**config.mk**
```make
export PLATFORM = sky130hd
export DESIGN_NAME = sfq_out_buf
export DESIGN_NICKNAME = d
export VERILOG_FILES = /design/src/hw/rtl/sfq_pkg.sv /design/src/hw/rtl/sfq_out_buf.sv
export SDC_FILE = /design/constraint.sdc
export NUM_CORES = 1
export LEC_CHECK = 0
export ABC_CLOCK_PERIOD_IN_PS = 6100
export BUFFER_PORTS_ARGS = -buffer_cell sky130_fd_sc_hd__buf_2
export CORE_MARGIN = 3
export CORE_UTILIZATION = 55
export DETAILED_ROUTE_END_ITERATION = 8
export GPL_TIMING_DRIVEN = 0
export PLACE_DENSITY = 0.83
export SYNTH_ARGS = -nofsm -noshare
export SYNTH_HDL_FRONTEND = slang
export SYNTH_SLANG_ARGS = --single-unit
```
**constraint.sdc**
```tcl
create_clock -name clk -period 6.1 [get_ports clk]
set_input_delay 0.915 -clock clk [delete_from_list [all_inputs] [get_ports clk]]
set_output_delay 0.915 -clock clk [all_outputs]
set_load 0.02 [all_outputs]
```
**src/hw/rtl/sfq_pkg.sv**
```systemverilog
// Shared types, codes and defaults for the sortable FIFO queue.
package sfq_pkg;

  localparam int SFQ_DEPTH = 64;
  localparam int SFQ_DATA_WIDTH = 32;

  typedef enum logic [1:0] {
    FUNC_PUSH = 2'd0,
    FUNC_POP  = 2'd1,
    FUNC_SORT = 2'd2,
    FUNC_DUMP = 2'd3
  } func_t;

  typedef enum logic [1:0] {
    STAT_OK    = 2'd0,
    STAT_FULL  = 2'd1,
    STAT_EMPTY = 2'd2
  } status_t;

  typedef enum logic [2:0] {
    CELL_HOLD,
    CELL_LOAD,
    CELL_SHIFT,
    CELL_SORT,
    CELL_ROTATE
  } cell_op_t;

  typedef enum logic [1:0] {
    ST_IDLE,
    ST_SORT,
    ST_SORT_DONE,
    ST_DUMP
  } state_t;

  typedef struct packed {
    cell_op_t op;
    logic     parity;
  } cell_ctl_t;

  typedef struct packed {
    func_t              func;
    logic signed [31:0] push_value;
  } in_item_t;

  typedef struct packed {
    logic signed [31:0] entry_value;
    logic [5:0]         entry_index;
    logic [6:0]         entry_count;
    logic               is_empty;
    status_t            status;
    logic               last;
  } out_item_t;

endpackage

```
**src/hw/rtl/sfq_out_buf.sv**
```systemverilog
// Two-entry result buffer that decouples the queue from output stalls.
module sfq_out_buf
  import sfq_pkg::*;
(
  input  logic      clk,
  input  logic      rst_n,
  input  logic      wr_en,
  input  out_item_t wr_data,
  output logic      wr_ready,
  output logic      out_valid,
  input  logic      out_stall,
  output out_item_t out_data
);

  logic      head_v_r;
  logic      head_v_nxt;
  logic      skid_v_r;
  logic      skid_v_nxt;
  out_item_t head_r;
  out_item_t head_nxt;
  out_item_t skid_r;
  out_item_t skid_nxt;
  logic      pop;

  assign pop = head_v_r && !out_stall;

  always_comb begin
    head_v_nxt = head_v_r;
    skid_v_nxt = skid_v_r;
    head_nxt   = head_r;
    skid_nxt   = skid_r;
    if (!head_v_r || pop) begin
      if (skid_v_r) begin
        head_v_nxt = 1'b1;
        head_nxt   = skid_r;
        skid_v_nxt = wr_en;
        skid_nxt   = wr_data;
      end else begin
        head_v_nxt = wr_en;
        head_nxt   = wr_data;
      end
    end else if (wr_en) begin
      skid_v_nxt = 1'b1;
      skid_nxt   = wr_data;
    end
  end

  always_ff @(posedge clk) begin
    if (!rst_n) begin
      head_v_r <= 1'b0;
      skid_v_r <= 1'b0;
    end else begin
      head_v_r <= head_v_nxt;
      skid_v_r <= skid_v_nxt;
    end
  end

  always_ff @(posedge clk) begin
    head_r <= head_nxt;
    skid_r <= skid_nxt;
  end

  assign wr_ready  = !skid_v_r;
  assign out_valid = head_v_r;
  assign out_data  = head_r;

endmodule

```
==> results of run 1 <==
==> flip-flops by register name, summed over array words and instances, names as in the netlist <==
| signal | cells |
|---|---|
| skid_v_r | 1 |
| skid_r | 49 |
| out_data | 49 |
| out_valid | 1 |
==> cell type report <==
| type | instances | area, um^2 |
|---|---|---|
| Timing Repair Buffer | 104 | 535.5 |
| Sequential cell | 100 | 2983 |
| Buffer | 6 | 111.4 |
| Tap cell | 93 | 116.4 |
| Inverter | 1 | 3.754 |
| Multi-Input combinational cell | 56 | 773.2 |
| Clock inverter | 6 | 80.08 |
| Clock buffer | 9 | 123.9 |
| Fill cell | 419 | 1841 |
==> layout by cell type (no fill, tap or decap) <==
cell type   instances
o21ai_0             1
nand4_1             1
edfxtp_1           98
dfxtp_1             2
a21boi_0            1
nand2_1             1
clkbuf_8            9
mux2_4             47
clkinv_2            1
clkinv_1            2
mux2_2              3
a21oi_1             1
buf_2             103
buf_6               1
nand2_2             1
buf_12              6
bufinv_16           2
inv_1               1
clkinvlp_4          1
==> layer usage <==
layer | routed length, um | GRT usage (%) | vias up
met4 | 91 | 6.633 | 0
li1 | - | - | 873
met5 | 0 | 0 | -
met1 | 2450 | 17.90 | 884
met3 | 357 | 4.341 | 9
met2 | 3075 | 26.13 | 65
==> final timing paths <==
check                                    end        from  slack [ns]  cells after the start
worst max-delay path              skid_r[16]   out_stall        3.36                      4
worst min-delay path            out_data[14]  skid_r[14]        0.55                      1
worst max register to register    skid_r[16]   out_valid        3.62                      3
worst min register to register  out_data[14]  skid_r[14]        0.55                      1
==> cells by family (layout without fill, tap and decap cells) <==
group	count (synthesis)	count (layout)	synth area share (%)
AO/OA/AOI/OAI	3	3	0.4526
buffers and inverters	7	126	2.975
flip-flops	100	100	77.10
multiplexers	50	50	19.11
AND/OR/NAND/NOR	3	3	0.3559
==> stage by stage <==
| step | hold slack [ns] | setup WS (ns) | power, W |
|---|---|---|---|
| 2_1_floorplan | 0.5231 | 2.784 | 0.0009205 |
| 3_3_place_gp | 0.5051 | 1.930 | 0.0009732 |
| 3_5_place_dp | 0.5355 | 2.901 | 0.0009796 |
| 4_1_cts | 0.5564 | 3.281 | 0.001405 |
| 5_1_grt | 0.5628 | 3.140 | 0.001441 |
| 6_report | 0.5538 | 3.357 | 0.001391 |
==> power by group through the flow <==
stage                     logic (W)  clock network [W]  registers, W
after floorplan           0.0000540                  0      0.000866
after global placement     0.000145                  0      0.000829
after detailed placement   0.000150                  0      0.000829
after CTS                  0.000151           0.000441      0.000813
after global routing       0.000158           0.000466      0.000818
final                      0.000148           0.000431      0.000813
==> results_dict.tcl, run 1 <==
set metrics [dict create \
    synth_most_common_cell "edfxtp_1" \
    final_layout_size_suffix_gt1_share_pct 61.70 \
    vias 1831 \
    leakagePower_nw 1.883 \
    grt_pass1_vias 1907 \
    cts_hold_buf 0 \
    cts_tree "built" \
    port_buffers 103 \
    postCtsSetupBuffers 0 \
    die_area_mm2 0.008077 \
    slew_headroom_pct 25.04 \
    fin_tns_setup_ns 0 \
    path_clk_slew_ns 0.08 \
    cts-root-buf "clkbuf_8" \
    start_util_pct 58.91 \
    grt_overflow 0 \
    synth_top_area_cell "edfxtp_1" \
    drc 0 \
    ys_ff_latch 100 \
    power.internal_w 0.001095 \
    ys_warn_count 0 \
    p_clk_share_pct 31.0 \
    vias_per_cell 4.883 \
    period_needed_ns 2.743 \
    dieHeight_um 89.87 \
    core-area_mm2 0.006568 \
    share_comb_of_total_power_pct 10.6 \
    synth_area_leaders "edfxtp_1, mux2_4, buf_12, dfxtp_1, mux2_2" \
    synth.distinct_cells 12 \
    grt_pass1_wl_um 9535 \
    skew_ns 0.007534 \
    cp-end-kind "flip-flop" \
    critPathKind "input port to flip-flop" \
    peakVddDrop_mv 0.1741 \
    cp_num_buf_inv 2 \
    num_io_pins 104 \
    syn_inst 163 \
    sw_frac_of_total_pct 21.29 \
    critical_path_required_ns 6.06 \
    antenna_found_initial 0 \
    detail-route-antenna-nets 0 \
    synth_fp_nets 216 \
    final.period_utilization_pct 44.96 \
    syn2layout_area_growth_pct 22.19 \
    placed_area_mm2 0.004523 \
    first_iter_violations 75 \
    p_seq_share_pct 58.4 \
    cpPeakStageDelay_ns 0.95 \
    num_rows 29 \
    powerDensity_mw_per_mm2 294.3 \
    finalWirelength_um 5976 \
    slew_violations 0 \
    grt_use_total_pct 15.20 \
    fin_util_pct 71.98 \
    nNetsFinal 331 \
    start_kind "input port" \
    synth_area_mm2 0.003869 \
    synth.yosys.seq_area_share_pct 77.10 \
    hp-class "flip-flop to flip-flop" \
    hold_violations 0 \
    worst_pin_slew_ns 1.124 \
    numCtsBuffers 9 \
    crit_chain "buf_2 > nand2_2 > buf_12 > mux2_2" \
    grt_max_degree 50 \
    synthArstFlopShare_pct 0 \
    worstPathArrival_ns 2.70 \
    max_freq_mhz 364.6 \
    synth_flop_cell "edfxtp_1" \
    die_w_um 89.87 \
    cap_violations 0 \
    drt_first_pass_iters 4 \
    fin_area_mm2 0.004727 \
    path_max_fanout 49 \
    synth.top_cell.area_share_pct 76.07 \
    syn_avg_cell_area_um2 23.73 \
    diodes 0 \
    fin_cells 375 \
    switching_power_w 0.0002962 \
    crit_family "multiplexers" \
    outcome "finished clean" \
    globalplace.congestion 0.6969 \
    clk_latency_ns 0.34 \
    htreeDepth 3 \
    synth_edf_count 98 \
    post-dp-hpwl_um 4248 \
    finalSetupViolCount 0 \
    cts.repair.resized 0 \
    rsz0062_at_grt "false" \
    cts.sinks 100 \
    cts-root-to-sink-buffers 2 \
    dp_cells 360 \
    wl_per_cell_um 15.94 \
    slowest_stage "mux2_2" \
    yosys-top-cells-count "edfxtp_1, mux2_4, buf_12" \
]
No activity file was read; power rests on OpenSTA's default activity.
==> run 2: changes to the inputs <==
--- a/config.mk
+++ b/config.mk
@@ -5,13 +5,13 @@
 export SDC_FILE = /design/constraint.sdc
 export NUM_CORES = 1
 export LEC_CHECK = 0
-export ABC_CLOCK_PERIOD_IN_PS = 6100
+export ABC_CLOCK_PERIOD_IN_PS = 2600
 export BUFFER_PORTS_ARGS = -buffer_cell sky130_fd_sc_hd__buf_2
 export CORE_MARGIN = 3
-export CORE_UTILIZATION = 55
+export CORE_UTILIZATION = 52
 export DETAILED_ROUTE_END_ITERATION = 8
 export GPL_TIMING_DRIVEN = 0
-export PLACE_DENSITY = 0.83
+export PLACE_DENSITY = 0.79
 export SYNTH_ARGS = -nofsm -noshare
 export SYNTH_HDL_FRONTEND = slang
 export SYNTH_SLANG_ARGS = --single-unit
==> constraint.sdc (replaced) <==
create_clock -name clk -period 2.6 [get_ports clk]
set_input_delay 0.39 -clock clk [delete_from_list [all_inputs] [get_ports clk]]
set_output_delay 0.39 -clock clk [all_outputs]
set_load 0.02 [all_outputs]
==> results_dict.tcl, run 2 (synthesis gave the netlist of run 1 again) <==
set metrics [dict create \
    outcome "finished clean" \
    final_layout_size_suffix_gt1_share_pct 61.70 \
    whs_ns 0.2278 \
    holdCritStartpoint "wr_data[31]" \
    grt_overflow 0 \
    path_clk_slew_ns 0.10 \
    met3_length_um 495 \
    syn2layout_area_growth_pct 22.77 \
    p_clk_share_pct 33.5 \
    grt_pass1_wl_um 9377 \
    rrSetupSlack_ns 0.26 \
    cts.sinks 100 \
    critical_path.startpoint "out_valid" \
    power.internal_w 0.002675 \
    critPathKind "flip-flop to flip-flop" \
    worstPathArrival_ns 2.32 \
    final.period_utilization_pct 90.01 \
    worst_pin_slew_ns 1.155 \
    switching_power_w 0.0007092 \
    cts-root-to-sink-buffers 2 \
    fin_area_mm2 0.004750 \
    grt_max_degree 51 \
    layout_common_cells "buf_2, edfxtp_1, mux2_4" \
    finalSetupViolCount 0 \
    hp-class "input port to flip-flop" \
    powerDensity_mw_per_mm2 712.4 \
    start_kind "flip-flop" \
    cap_violations 0 \
    port_buffers 103 \
    postCtsSetupBuffers 0 \
    max_freq_mhz 427.3 \
    num_io_pins 104 \
    top_layer "met4" \
    globalplace.congestion 0.7130 \
    wl_met1_um 2483 \
    wl_per_cell_um 15.69 \
    start_util_pct 55.12 \
    dieHeight_um 92.26 \
    cts_tree "built" \
    die_w_um 92.26 \
    post-dp-hpwl_um 4205 \
    r2r-start "out_valid" \
    leakagePower_nw 1.895 \
    hold_violations 0 \
    numCtsBuffers 9 \
    total_power_w 0.003384 \
    htreeDepth 3 \
    peakVddDrop_mv 0.4060 \
    final_common_cell "buf_2" \
    nNetsFinal 330 \
    num_rows 30 \
    grt_pass1_vias 1918 \
    placed_area_mm2 0.004507 \
    die_area_mm2 0.008511 \
    slew_headroom_pct 22.73 \
    detail-route-antenna-nets 0 \
    cp-end-kind "flip-flop" \
    drc 0 \
    diodes 0 \
    critical_path_required_ns 2.58 \
    clk_latency_ns 0.35 \
    skew_ns 0.01286 \
    rsz0062_at_grt "false" \
    share_comb_of_total_power_pct 10.1 \
    slew_violations 0 \
    vias_per_cell 4.860 \
    cts_hold_buf 0 \
    p_seq_share_pct 56.4 \
    wl_met2_um 2856 \
    finalWirelength_um 5931 \
    antenna_found_initial 0 \
    period_needed_ns 2.340 \
    vias 1837 \
    grt_use_total_pct 14.47 \
    path_max_fanout 50 \
    drt_first_pass_iters 4 \
    core-area_mm2 0.007019 \
    first_iter_violations 45 \
    cts-root-buf "clkbuf_8" \
    sw_frac_of_total_pct 20.96 \
]
[run 2: cell count changes in the layout (fill, tap and decap cells not counted)]
cell / delta
clkinv_2: -1
clkinv_4: +2
mux2_2: -1
mux2_4: +1
clkinvlp_4: -1
buf_12: -1
bufinv_16: +1
[run 2: layer usage]
layer  global-route usage [%]  vias to the layer above
met5                        0                        -
met4                    6.683                        0
met3                    4.840                       10
met2                    23.24                       80
met1                    17.76                      873
li1                         -                      874
[run 2: layout make-up]
class / count / area, um^2
sequential: 100 / 2983
fill: 469 / 2270
multi-input combinational: 56 / 777.0
timing repair buffer: 103 / 515.5
clock buffer: 9 / 123.9
tap: 96 / 120.1
clock inverter: 7 / 115.1
buffer: 6 / 111.4
inverter: 1 / 3.754
[run 2: stage by stage]
step	setup TNS (ns)	util [%]	setup slack, ns	std cells
finish	0	67.66	0.2597	378
global route	0	67.66	0.05506	378
CTS	0	67.66	0.1920	378
detailed placement	-17.40	64.21	-0.3563	362
global placement	-14.97	64.21	-0.3075	362
floorplan	0	-	0.2309	163
[run 2: path summary, 6_finish.rpt]
check / cells after the start / to
worst max-delay path: 2 / skid_r[6]
worst max register to register: 2 / skid_r[6]
worst min register to register: 1 / out_data[41]
worst min-delay path: 1 / skid_r[31]
[run 2: power groups by stage]
| stage | combinational [W] | clock (W) | sequential (W) |
|---|---|---|---|
| CTS | 0.000350 | 0.00116 | 0.00191 |
| floorplan | 0.000127 | 0 | 0.00203 |
| detailed placement | 0.000349 | 0 | 0.00195 |
| global placement | 0.000341 | 0 | 0.00194 |
| global route | 0.000367 | 0.00122 | 0.00192 |
| finish | 0.000343 | 0.00113 | 0.00191 |
[run 2: critical path, stage by stage, from the launching register on]
cell and delay (ns):
dfxtp_1 0.35, nand2_2 0.85, mux2_4 0.76
[run 2: repair_timing]
item,4_1_cts,5_1_grt
endpoints found under the hold margin,0,0
gates resized for setup,1,0
endpoints found under the setup margin,49,0
