<file path="src/hw/rtl/sfq_pkg.sv">
// Shared types, codes and defaults for the sortable FIFO queue.
package sfq_pkg;

  localparam int SFQ_DEPTH = 64;
  localparam int SFQ_DATA_WIDTH = 32;

  typedef enum logic [1:0] {
    FUNC_PUSH = 2'd0,
    FUNC_POP  = 2'd1,
    FUNC_SORT = 2'd2,
    FUNC_DUMP = 2'd3
  } func_t;

  typedef enum logic [1:0] {
    STAT_OK    = 2'd0,
    STAT_FULL  = 2'd1,
    STAT_EMPTY = 2'd2
  } status_t;

  typedef enum logic [2:0] {
    CELL_HOLD,
    CELL_LOAD,
    CELL_SHIFT,
    CELL_SORT,
    CELL_ROTATE
  } cell_op_t;

  typedef enum logic [1:0] {
    ST_IDLE,
    ST_SORT,
    ST_SORT_DONE,
    ST_DUMP
  } state_t;

  typedef struct packed {
    cell_op_t op;
    logic     parity;
  } cell_ctl_t;

  typedef struct packed {
    func_t              func;
    logic signed [31:0] push_value;
  } in_item_t;

  typedef struct packed {
    logic signed [31:0] entry_value;
    logic [5:0]         entry_index;
    logic [6:0]         entry_count;
    logic               is_empty;
    status_t            status;
    logic               last;
  } out_item_t;

endpackage

</file>
<file path="src/hw/rtl/sfq_cell.sv">
// One storage cell of the queue chain: load, shift, rotate and compare-exchange.
module sfq_cell
  import sfq_pkg::*;
#(
  parameter int DATA_WIDTH = SFQ_DATA_WIDTH,
  parameter int DEPTH = SFQ_DEPTH,
  parameter int INDEX = 0,
  localparam int CW = $clog2(DEPTH + 1)
) (
  input  logic                         clk,
  input  cell_ctl_t                    ctl,
  input  logic [CW-1:0]                count,
  input  logic signed [DATA_WIDTH-1:0] load_data,
  input  logic signed [DATA_WIDTH-1:0] left_in,
  input  logic signed [DATA_WIDTH-1:0] right_in,
  input  logic signed [DATA_WIDTH-1:0] head_in,
  output logic signed [DATA_WIDTH-1:0] data_out
);

  logic signed [DATA_WIDTH-1:0] data_r;
  logic signed [DATA_WIDTH-1:0] data_nxt;
  logic                         pair_low;
  logic                         pair_high;
  logic                         below_tail;
  logic                         at_tail;
  logic                         at_count;

  assign below_tail = CW'(INDEX + 1) < count;
  assign at_tail    = CW'(INDEX + 1) == count;
  assign at_count   = CW'(INDEX) == count;
  assign pair_low   = (1'(INDEX % 2) == ctl.parity) && below_tail;
  assign pair_high  = (INDEX >= 1) && (1'((INDEX + 1) % 2) == ctl.parity) &&
                      (CW'(INDEX) < count);

  always_comb begin
    data_nxt = data_r;
    unique case (ctl.op)
      CELL_HOLD: data_nxt = data_r;
      CELL_LOAD: begin
        if (at_count) data_nxt = load_data;
      end
      CELL_SHIFT: data_nxt = right_in;
      CELL_SORT: begin
        if (pair_low && (data_r > right_in)) begin
          data_nxt = right_in;
        end else if (pair_high && (left_in > data_r)) begin
          data_nxt = left_in;
        end
      end
      CELL_ROTATE: begin
        if (at_tail) begin
          data_nxt = head_in;
        end else if (below_tail) begin
          data_nxt = right_in;
        end
      end
      default: data_nxt = data_r;
    endcase
  end

  always_ff @(posedge clk) begin
    data_r <= data_nxt;
  end

  assign data_out = data_r;

endmodule

</file>
<file path="config.mk">
export PLATFORM = sky130hd
export DESIGN_NAME = sfq_cell
export DESIGN_NICKNAME = d
export VERILOG_FILES = /design/src/hw/rtl/sfq_pkg.sv /design/src/hw/rtl/sfq_cell.sv
export SDC_FILE = /design/constraint.sdc
export NUM_CORES = 1
export LEC_CHECK = 0
export BUFFER_PORTS_ARGS = -buffer_cell sky130_fd_sc_hd__clkbuf_2
export CORE_MARGIN = 5
export CORE_UTILIZATION = 42
export CTS_BUF_LIST = sky130_fd_sc_hd__clkbuf_2 sky130_fd_sc_hd__clkbuf_4 sky130_fd_sc_hd__clkbuf_8
export DETAILED_ROUTE_END_ITERATION = 16
export GPL_TIMING_DRIVEN = 0
export HOLD_SLACK_MARGIN = 0.05
export PLACE_DENSITY = 0.93
export SLEW_MARGIN = 20
export SYNTH_ARGS = -nofsm -noshare
export SYNTH_HDL_FRONTEND = slang
export SYNTH_SLANG_ARGS = --single-unit
</file>
<file path="constraint.sdc">
create_clock -name clk -period 5.25 [get_ports clk]
set_clock_uncertainty 0.1 [all_clocks]
set_input_delay 1.05 -clock clk [delete_from_list [all_inputs] [get_ports clk]]
set_output_delay 1.05 -clock clk [all_outputs]
set_load 0.01 [all_outputs]
</file>
==> impl_metrics.toml, run 1 <==
[synth]
syn-cell-area_um2 = 2370
avgSynthCellArea_um2 = 10.2
synth_seq_cells = 32
synthFlopType = "edfxtp_1"
synth_edf_count = 32
async_flop_share_pct = 0
synth-compound-area-share_pct = 22.5
synthXorXnorAreaFrac_pct = 0
netlist_instances = 233
synth_mux_area_share_pct = 0
yosys.cell_types.count = 32
synth-simple-area-share_pct = 7.92
synth.net_count = 405
ys_seq_area_share_pct = 40.5
yosysWarningCount = 0
synthAdderAreaFrac_pct = 16.9
synth_top_family_by_area = "compound AO/OA/AOI/OAI gates"

[power]
powerDensity_nw_per_um2 = 231
ir_drop_mv = 0.143
leakagePower_uw = 0.00180

[global_route]
grt_antenna_before_repair = 0
grt_pass1_wl_um = 11700
grt_pass1_vias = 2686
grt_util_all_layers_pct = 20.2
grt_start_max_net_pins = 25
gr-total-overflow = 0

[detailed_routing]
routed-via-count = 2462
wl_per_cell_um = 16.1
first_pass_iters = 7
wl_um = 7310
viasPerCell = 5.43
antenna_left = 0
drtIter0Drc = 193
post-route-drc-count = 0

[finish]
largest_reg_flops = 32
drive_gt1_share_pct = 41.5
layout_common_cells = "139 x clkbuf_2, 65 x inv_1, 32 x a222oi_1, 32 x ha_1, 32 x edfxtp_1"
diodes = 0
syn2layout_area_growth_pct = 38.2
seqCellArea_um2 = 961
multiInputGateArea_um2 = 1130
nNetsFinal = 552
final_cells = 453
n_fill_cell = 465
layout_commonest_cell = "clkbuf_2"

[clock_network]
cts_max_level = 2
cts-root-buf = "clkbuf_8"
cts_made_buffers = 5
cts_resized = 0
cts_tree = "yes"
post_cts_buffers = 0
clkTransAtPathRegs_ps = 70
clk_latency_ps = 280
hold_buffers = 0
cts_buffer_depth = 2
clock-sinks = 32

[floorplan]
start_util_pct = 43.1
rows = 27
dieWidth_um = 85.1
core_area_um2 = 5510
num_io_pins = 172
die-area_um2 = 7250
die-height_um = 85.1

[place]
gp_congestion = 0.833
dp_hpwl_um = 6110
io_buffer_count = 139
dp.cells = 445

[min_path]
hp-start = "head_in[22]"
worstHoldEndpoint = "data_out[22]$_DFFE_PP_"
holdPathStages = 3
hold_path_class = "in2reg"

[timing]
max_freq_mhz = 279
fin_tns_setup_ps = 0
hold_slack_ps = 947
hold_violations = 0
drv_slew = 0
rsz0062_at_grt = "false"
tightest_slew_ps = 502
slew_headroom_pct = 66.2
period_needed_ps = 3590
setup_viol = 0
period_share_pct = 68.4

[critical_path]
cpPeakStageDelay_ps = 540
rr_startpoint = "data_out[14]$_DFFE_PP_"
critPathRequiredTime_ps = 5130
r2r-end = "data_out[4]$_DFFE_PP_"
crit_fanout = 24
path_class = "in2reg"
cp-end-kind = "flip-flop"
r2r_cells = 8
cp-start-kind = "primary input"
cp_slowest_cell = "or4_1"
path_cells = "clkbuf_2 -> inv_1 -> ha_1 -> nand4_1 -> nor2_1 -> a221o_1 -> o31a_1 -> or4_1 -> nand3_2 -> buf_16"
rrSetupSlack_ps = 2140
cp.arrival_ps = 3470

[run_status]
status = "completed"

[flow_run]
drv_cap = 0
[power breakdown]
part           switching, uW  total (uW)  internal, uW
registers               14.8         334           319
clock network           89.1         192           103
logic                    122         230           108
[how the worst max path moves through the flow]
stage | startpoint | end | slack (ps) | cells past startpoint
final | right_in[14] | data_out[4]$_DFFE_PP_ | 1660 | 10
after global routing | right_in[14] | data_out[12]$_DFFE_PP_ | 1530 | 10
after detailed placement | right_in[14] | data_out[17]$_DFFE_PP_ | 1370 | 10
after CTS | right_in[14] | data_out[11]$_DFFE_PP_ | 1670 | 10
after global placement | right_in[14] | data_out[9]$_DFFE_PP_ | 530 | 9
after floorplan | right_in[14] | data_out[0]$_DFFE_PP_ | 1230 | 8
[Yosys cell counts, drive strengths merged (2+ instances only)]
master  instances  share of area, %
or4             2              0.79
inv            65                10
a211o           2              0.74
nand3           6               1.3
nand4           8               2.1
a21o            7               2.3
nor4            3               1.1
nand2           3              0.47
nor2            4              0.63
a21oi          11               2.3
edfxtp         32                41
buf             6               1.3
clkbuf          4              0.63
o31a            2              0.74
nor2b           2              0.53
ha             32                17
a222oi         32                14
[layout make-up]
class	count	share of cell area (%)
Clock buffer	7	2.56
Tap cell	72	2.75
Multi-Input combinational cell	126	34.4
Clock inverter	1	0.115
Sequential cell	32	29.3
Buffer	10	1.37
Inverter	65	7.45
Timing Repair Buffer	140	22.1
[logic make-up (layout without fill, tap and decap cells)]
| logic type | Yosys count | count (layout) |
|---|---|---|
| AO/OA/AOI/OAI | 62 | 62 |
| buffers and inverters | 75 | 223 |
| flip-flops | 32 | 32 |
| adder cells (fa/ha/maj) | 32 | 32 |
| AND/OR/NAND/NOR | 32 | 32 |
[worst max-delay path, delay by kind of cell]
kind	cells	cell delay (ps)
and+or+nand+nor	4	1070
adders and majority gates	1	310
AOI/OAI and AO/OA	2	660
buffers and inverters	3	350
[per-layer routing]
| metal | global-route usage, % | part of all wire (%) | wire (um) | vias to the layer above |
|---|---|---|---|---|
| met1 | 21.5 | 37 | 2730 | 1135 |
| met5 | 0 | 0 | 0 | - |
| met2 | 38.5 | 53 | 3840 | 114 |
| met3 | 4.27 | 8.6 | 626 | 10 |
| li1 | - | - | - | 1203 |
| met4 | 7.63 | 1.5 | 108 | 0 |
[through the flow]
| step | cell area [um^2] | worst slack [ps] | utilization [%] | total power [uW] |
|---|---|---|---|---|
| floorplan | 2370 | 1230 | - | 460 |
| global placement | 3160 | 532 | 57.3 | 555 |
| detailed placement | 3190 | 1370 | 57.9 | 571 |
| CTS | 3280 | 1670 | 59.5 | 764 |
| global route | 3280 | 1530 | 59.5 | 807 |
| finish | 3280 | 1660 | 59.5 | 756 |
(Power assumes the default switching activity.)
==> run 2: changes to the inputs <==
Clock period 5.25 ns to 3.7 ns, I/O delays scaled along.
==> run 2 against run 1 <==
Clock power increased by 45%; critical path depth shrank 1; hold slack worse by 310 ps; critical path type unchanged.
==> impl_metrics.toml, run 2 (same netlist as run 1, synthesis figures left out) <==
[run_status]
status = "completed"

[detailed_routing]
wl_met1_um = 3130
first_pass_iters = 6
wl_um = 7970
antenna_left = 0
drtIter0Drc = 205
met2_length_um = 4060
viasPerCell = 5.56
routed-via-count = 2513
post-route-drc-count = 0
top_layer = "met4"
wl_met3_um = 657
wl_per_cell_um = 17.6

[power]
switching_power_uw = 330
p_seq_share_pct = 44.1
powerDensity_nw_per_um2 = 331
ir_drop_mv = 0.160
swShare_pct = 30.7
power_frac_clock_pct = 25.8
leakagePower_uw = 0.00178
p_int_uw = 747
p_comb_share_pct = 30.0
power_uw = 1080

[place]
place_ws_ps = -232
io_buffer_count = 139
dp_hpwl_um = 6280
gp_congestion = 0.820

[critical_path]
path_class = "in2reg"
crit_fanout = 32
critPathRequiredTime_ps = 3470
cpPeakStageDelay_ps = 560
crit_family = "compound AO/OA/AOI/OAI gates"
cp-start-kind = "primary input"
cp.arrival_ps = 3260
path_cells = "clkbuf_2 -> inv_1 -> ha_1 -> nand4_1 -> nor2_1 -> a221o_1 -> o31a_1 -> o311ai_0 -> nand3_4"
rr_startpoint = "data_out[14]$_DFFE_PP_"
cp_slowest_cell = "o311ai_0"
cp-end-kind = "flip-flop"
crit_buf_inv = 2
crit_path_start = "right_in[14]"

[timing]
rsz0062_at_grt = "false"
max_freq_mhz = 287
drv_slew = 0
setup_ws_ps = 211
hold_violations = 0
setup_viol = 0
period_needed_ps = 3490
slew_headroom_pct = 56.8
tightest_slew_ps = 642
period_share_pct = 94.3
fin_tns_setup_ps = 0

[finish]
multiInputGateArea_um2 = 1130
diodes = 0
nNetsFinal = 551
seqCellArea_um2 = 961
drive_gt1_share_pct = 41.3
layout_common_cells = "139 x clkbuf_2, 65 x inv_1, 32 x a222oi_1, 32 x ha_1, 32 x edfxtp_1"
syn2layout_area_growth_pct = 37.4
n_fill_cell = 522
layout_commonest_cell = "clkbuf_2"
largest_reg_flops = 32

[clock_network]
clk_latency_ps = 280
cts_made_buffers = 5
clkTransAtPathRegs_ps = 70
cts-root-buf = "clkbuf_8"
post_cts_buffers = 0
cts_tree = "yes"
cts_buffer_depth = 2
cts_max_level = 2
clock-sinks = 32

[min_path]
hold_path_class = "in2reg"
hp-start = "head_in[14]"

[flow_run]
drv_cap = 0

[floorplan]
start_util_pct = 43.1
die-height_um = 85.1
rows = 27
core_area_um2 = 5510
num_io_pins = 172
die-area_um2 = 7250
dieWidth_um = 85.1

[global_route]
grt_pass1_wl_um = 12300
gr-total-overflow = 0
grt_pass1_vias = 2751
grt_start_max_net_pins = 33
grt_util_all_layers_pct = 21.3
grt_antenna_before_repair = 0
-- run 2: path summary, 6_finish.rpt --
kind	to	slack [ps]	cells past startpoint
worst max register to register	data_out[4]$_DFFE_PP_	400	7
worst max-delay path	data_out[4]$_DFFE_PP_	210	9
worst min register to register	data_out[30]$_DFFE_PP_	1290	3
worst min-delay path	data_out[14]$_DFFE_PP_	640	3
-- run 2: per-stage QoR --
stage               utilization [%]  instance area [um^2]  hold WS (ps)  instances
floorplan                         -                  2380           834        233
global placement               57.4                  3160           919        444
detailed placement             57.4                  3160           928        444
CTS                            59.0                  3250           633        452
global route                   59.1                  3260           644        452
finish                         59.1                  3260           637        452
-- run 2: timing repair --
item                                    4_1_cts  5_1_grt
endpoints found under the setup margin        0       32
resized for setup                             0        1
hold buffers                                  0        0
-- run 2: final cells by class --
class | instances | share of cell area, %
timing repair buffer | 139 | 21.4
buffer | 10 | 1.38
multi-input combinational | 126 | 34.8
sequential | 32 | 29.5
inverter | 65 | 7.49
clock inverter | 1 | 0.115
clock buffer | 7 | 2.57
tap | 72 | 2.77
-- run 2: power groups by stage --
stage / clock network (uW) / registers (uW) / logic (uW)
3_5_place_dp: 0 / 485 / 319
6_report: 279 / 476 / 323
4_1_cts: 282 / 477 / 322
3_3_place_gp: 0 / 480 / 307
5_1_grt: 301 / 480 / 361
2_1_floorplan: 0 / 499 / 154
-- run 2: worst register-to-register path, delay by kind of cell (launching register included) --
| family | cells | cell delay, ps |
|---|---|---|
| compound gates | 3 | 1190 |
| fa+ha+maj | 1 | 330 |
| flops | 1 | 400 |
| simple gates | 3 | 840 |
-- run 2: routing by layer --
metal / up-vias / track usage (%)
li1: 1196 / -
met1: 1186 / 23.5
met2: 119 / 38.6
met3: 12 / 6.02
met4: 0 / 7.91
met5: - / 0
==> run 3: changes to the inputs <==
Settings changed: CORE_UTILIZATION 42 to 38, PLACE_DENSITY 0.93 to 0.89.
Clock period 3.7 ns to 3.2 ns, I/O delays scaled along.
==> run 3 against run 2 <==
Core utilization is 4.5 points lower; sequential power increased by 16%; critical path type unchanged; largest cell class unchanged; non-clock buffer count is the same.
==> impl_metrics.toml, run 3 (same netlist as run 1, synthesis figures left out) <==
[timing]
drv_slew = 0
max_freq_mhz = 319
tightest_slew_ps = 517
period_share_pct = 97.9
slew_headroom_pct = 65.5
setup_viol = 0
fin_tns_setup_ps = 0
hold_violations = 0
period_needed_ps = 3130

[critical_path]
cp-endpoint = "data_out[23]$_DFFE_PP_"
r2r-end = "data_out[23]$_DFFE_PP_"
cp.arrival_ps = 2990
crit_path_start = "right_in[13]"
rrSetupSlack_ps = 150
critPathRequiredTime_ps = 3060
rr_startpoint = "data_out[14]$_DFFE_PP_"
r2r_cells = 7
path_class = "in2reg"
path_cells = "clkbuf_2 -> inv_1 -> ha_1 -> nand4_1 -> nor2_1 -> a221o_1 -> o31a_1 -> or4_1 -> nand3_4"
cpPeakStageDelay_ps = 660
cp-start-kind = "primary input"
crit_fanout = 16
cp_slowest_cell = "or4_1"
cp-end-kind = "flip-flop"

[clock_network]
cts_tree = "yes"
post_cts_buffers = 0
cts_buffer_depth = 2
clkTransAtPathRegs_ps = 70
cts_made_buffers = 5
clock-sinks = 32
cts_max_level = 2
clk_latency_ps = 280
hold_buffers = 0
cts-root-buf = "clkbuf_8"

[power]
powerDensity_nw_per_um2 = 371
ir_drop_mv = 0.248
leakagePower_uw = 0.00179
power_uw = 1210

[min_path]
hp-start = "head_in[12]"
hold_path_class = "in2reg"

[finish]
final_util_pct = 54.7
drive_gt1_share_pct = 41.3
diodes = 0
syn2layout_area_growth_pct = 38.1
seqCellArea_um2 = 961
largest_reg_flops = 32
nNetsFinal = 552
n_fill_cell = 546
postLayoutCellArea_um2 = 3270
layout_commonest_cell = "clkbuf_2"
multiInputGateArea_um2 = 1160
layout_common_cells = "139 x clkbuf_2, 65 x inv_1, 32 x a222oi_1, 32 x ha_1, 32 x edfxtp_1"

[place]
gp_congestion = 0.789
place_area_um2 = 3170
io_buffer_count = 139
dp_hpwl_um = 5960

[detailed_routing]
antenna_left = 0
wl_per_cell_um = 16.1
viasPerCell = 5.43
wl_met1_um = 2960
met2_length_um = 3740
drtIter0Drc = 201
wl_um = 7350
post-route-drc-count = 0
top_layer = "met4"
first_pass_iters = 6
routed-via-count = 2470
wl_met3_um = 615

[global_route]
gr-total-overflow = 0
grt_pass1_vias = 2411
grt_pass1_wl_um = 10800
grt_antenna_before_repair = 0
grt_util_all_layers_pct = 17.5
grt_start_max_net_pins = 33

[floorplan]
dieWidth_um = 89.0
core_area_um2 = 5990
die-area_um2 = 7920
rows = 28
die-height_um = 89.0
num_io_pins = 172
start_util_pct = 39.6

[run_status]
status = "completed"

[flow_run]
drv_cap = 0
run 3: how the worst min path moves through the flow:
| stage | to | depth (start not counted) |
|---|---|---|
| after floorplan | data_out[0]$_DFFE_PP_ | 2 |
| after global placement | data_out[8]$_DFFE_PP_ | 3 |
| after detailed placement | data_out[11]$_DFFE_PP_ | 3 |
| after CTS | data_out[11]$_DFFE_PP_ | 3 |
| after global routing | data_out[31]$_DFFE_PP_ | 3 |
| final | data_out[12]$_DFFE_PP_ | 3 |
run 3: layer usage:
| metal | global-route usage, % | vias to the layer above |
|---|---|---|
| met5 | 0 | - |
| met4 | 3.65 | 0 |
| met3 | 4.06 | 4 |
| met2 | 32.3 | 105 |
| met1 | 20.8 | 1160 |
| li1 | - | 1201 |
run 3: power breakdown:
group	internal [uW]	switching (uW)
Combinational	172	203
Sequential	525	26.2
Clock	143	146
run 3: critical path: cells and delay by family:
kind	cells	cell delay (ps)
AND/OR/NAND/NOR	4	1210
AO/OA/AOI/OAI	2	680
adder cells (fa/ha/maj)	1	300
buffers and inverters	2	140
run 3: metrics by stage:
step,std cells,hold WS (ps),setup slack [ps]
finish,455,542,68.1
floorplan,233,734,125
global route,455,543,-5.47
global placement,447,820,-266
detailed placement,447,829,-328
CTS,454,535,-2.21
run 3: what timing repair did:
action	4_1_cts	5_1_grt
pin swaps	1	1
gates resized for setup	0	2
cloned	0	1
endpoints found under the setup margin	32	32
run 3: final cells by class:
class                   count  share of cell area (%)
repair buffers            139                    21.2
clock inverters             2                   0.229
well taps                  75                    2.87
clock buffers               5                    2.10
plain buffers              10                    1.38
multi-input cells         127                    35.4
inverters                  65                    7.45
flip-flops and latches     32                    29.3
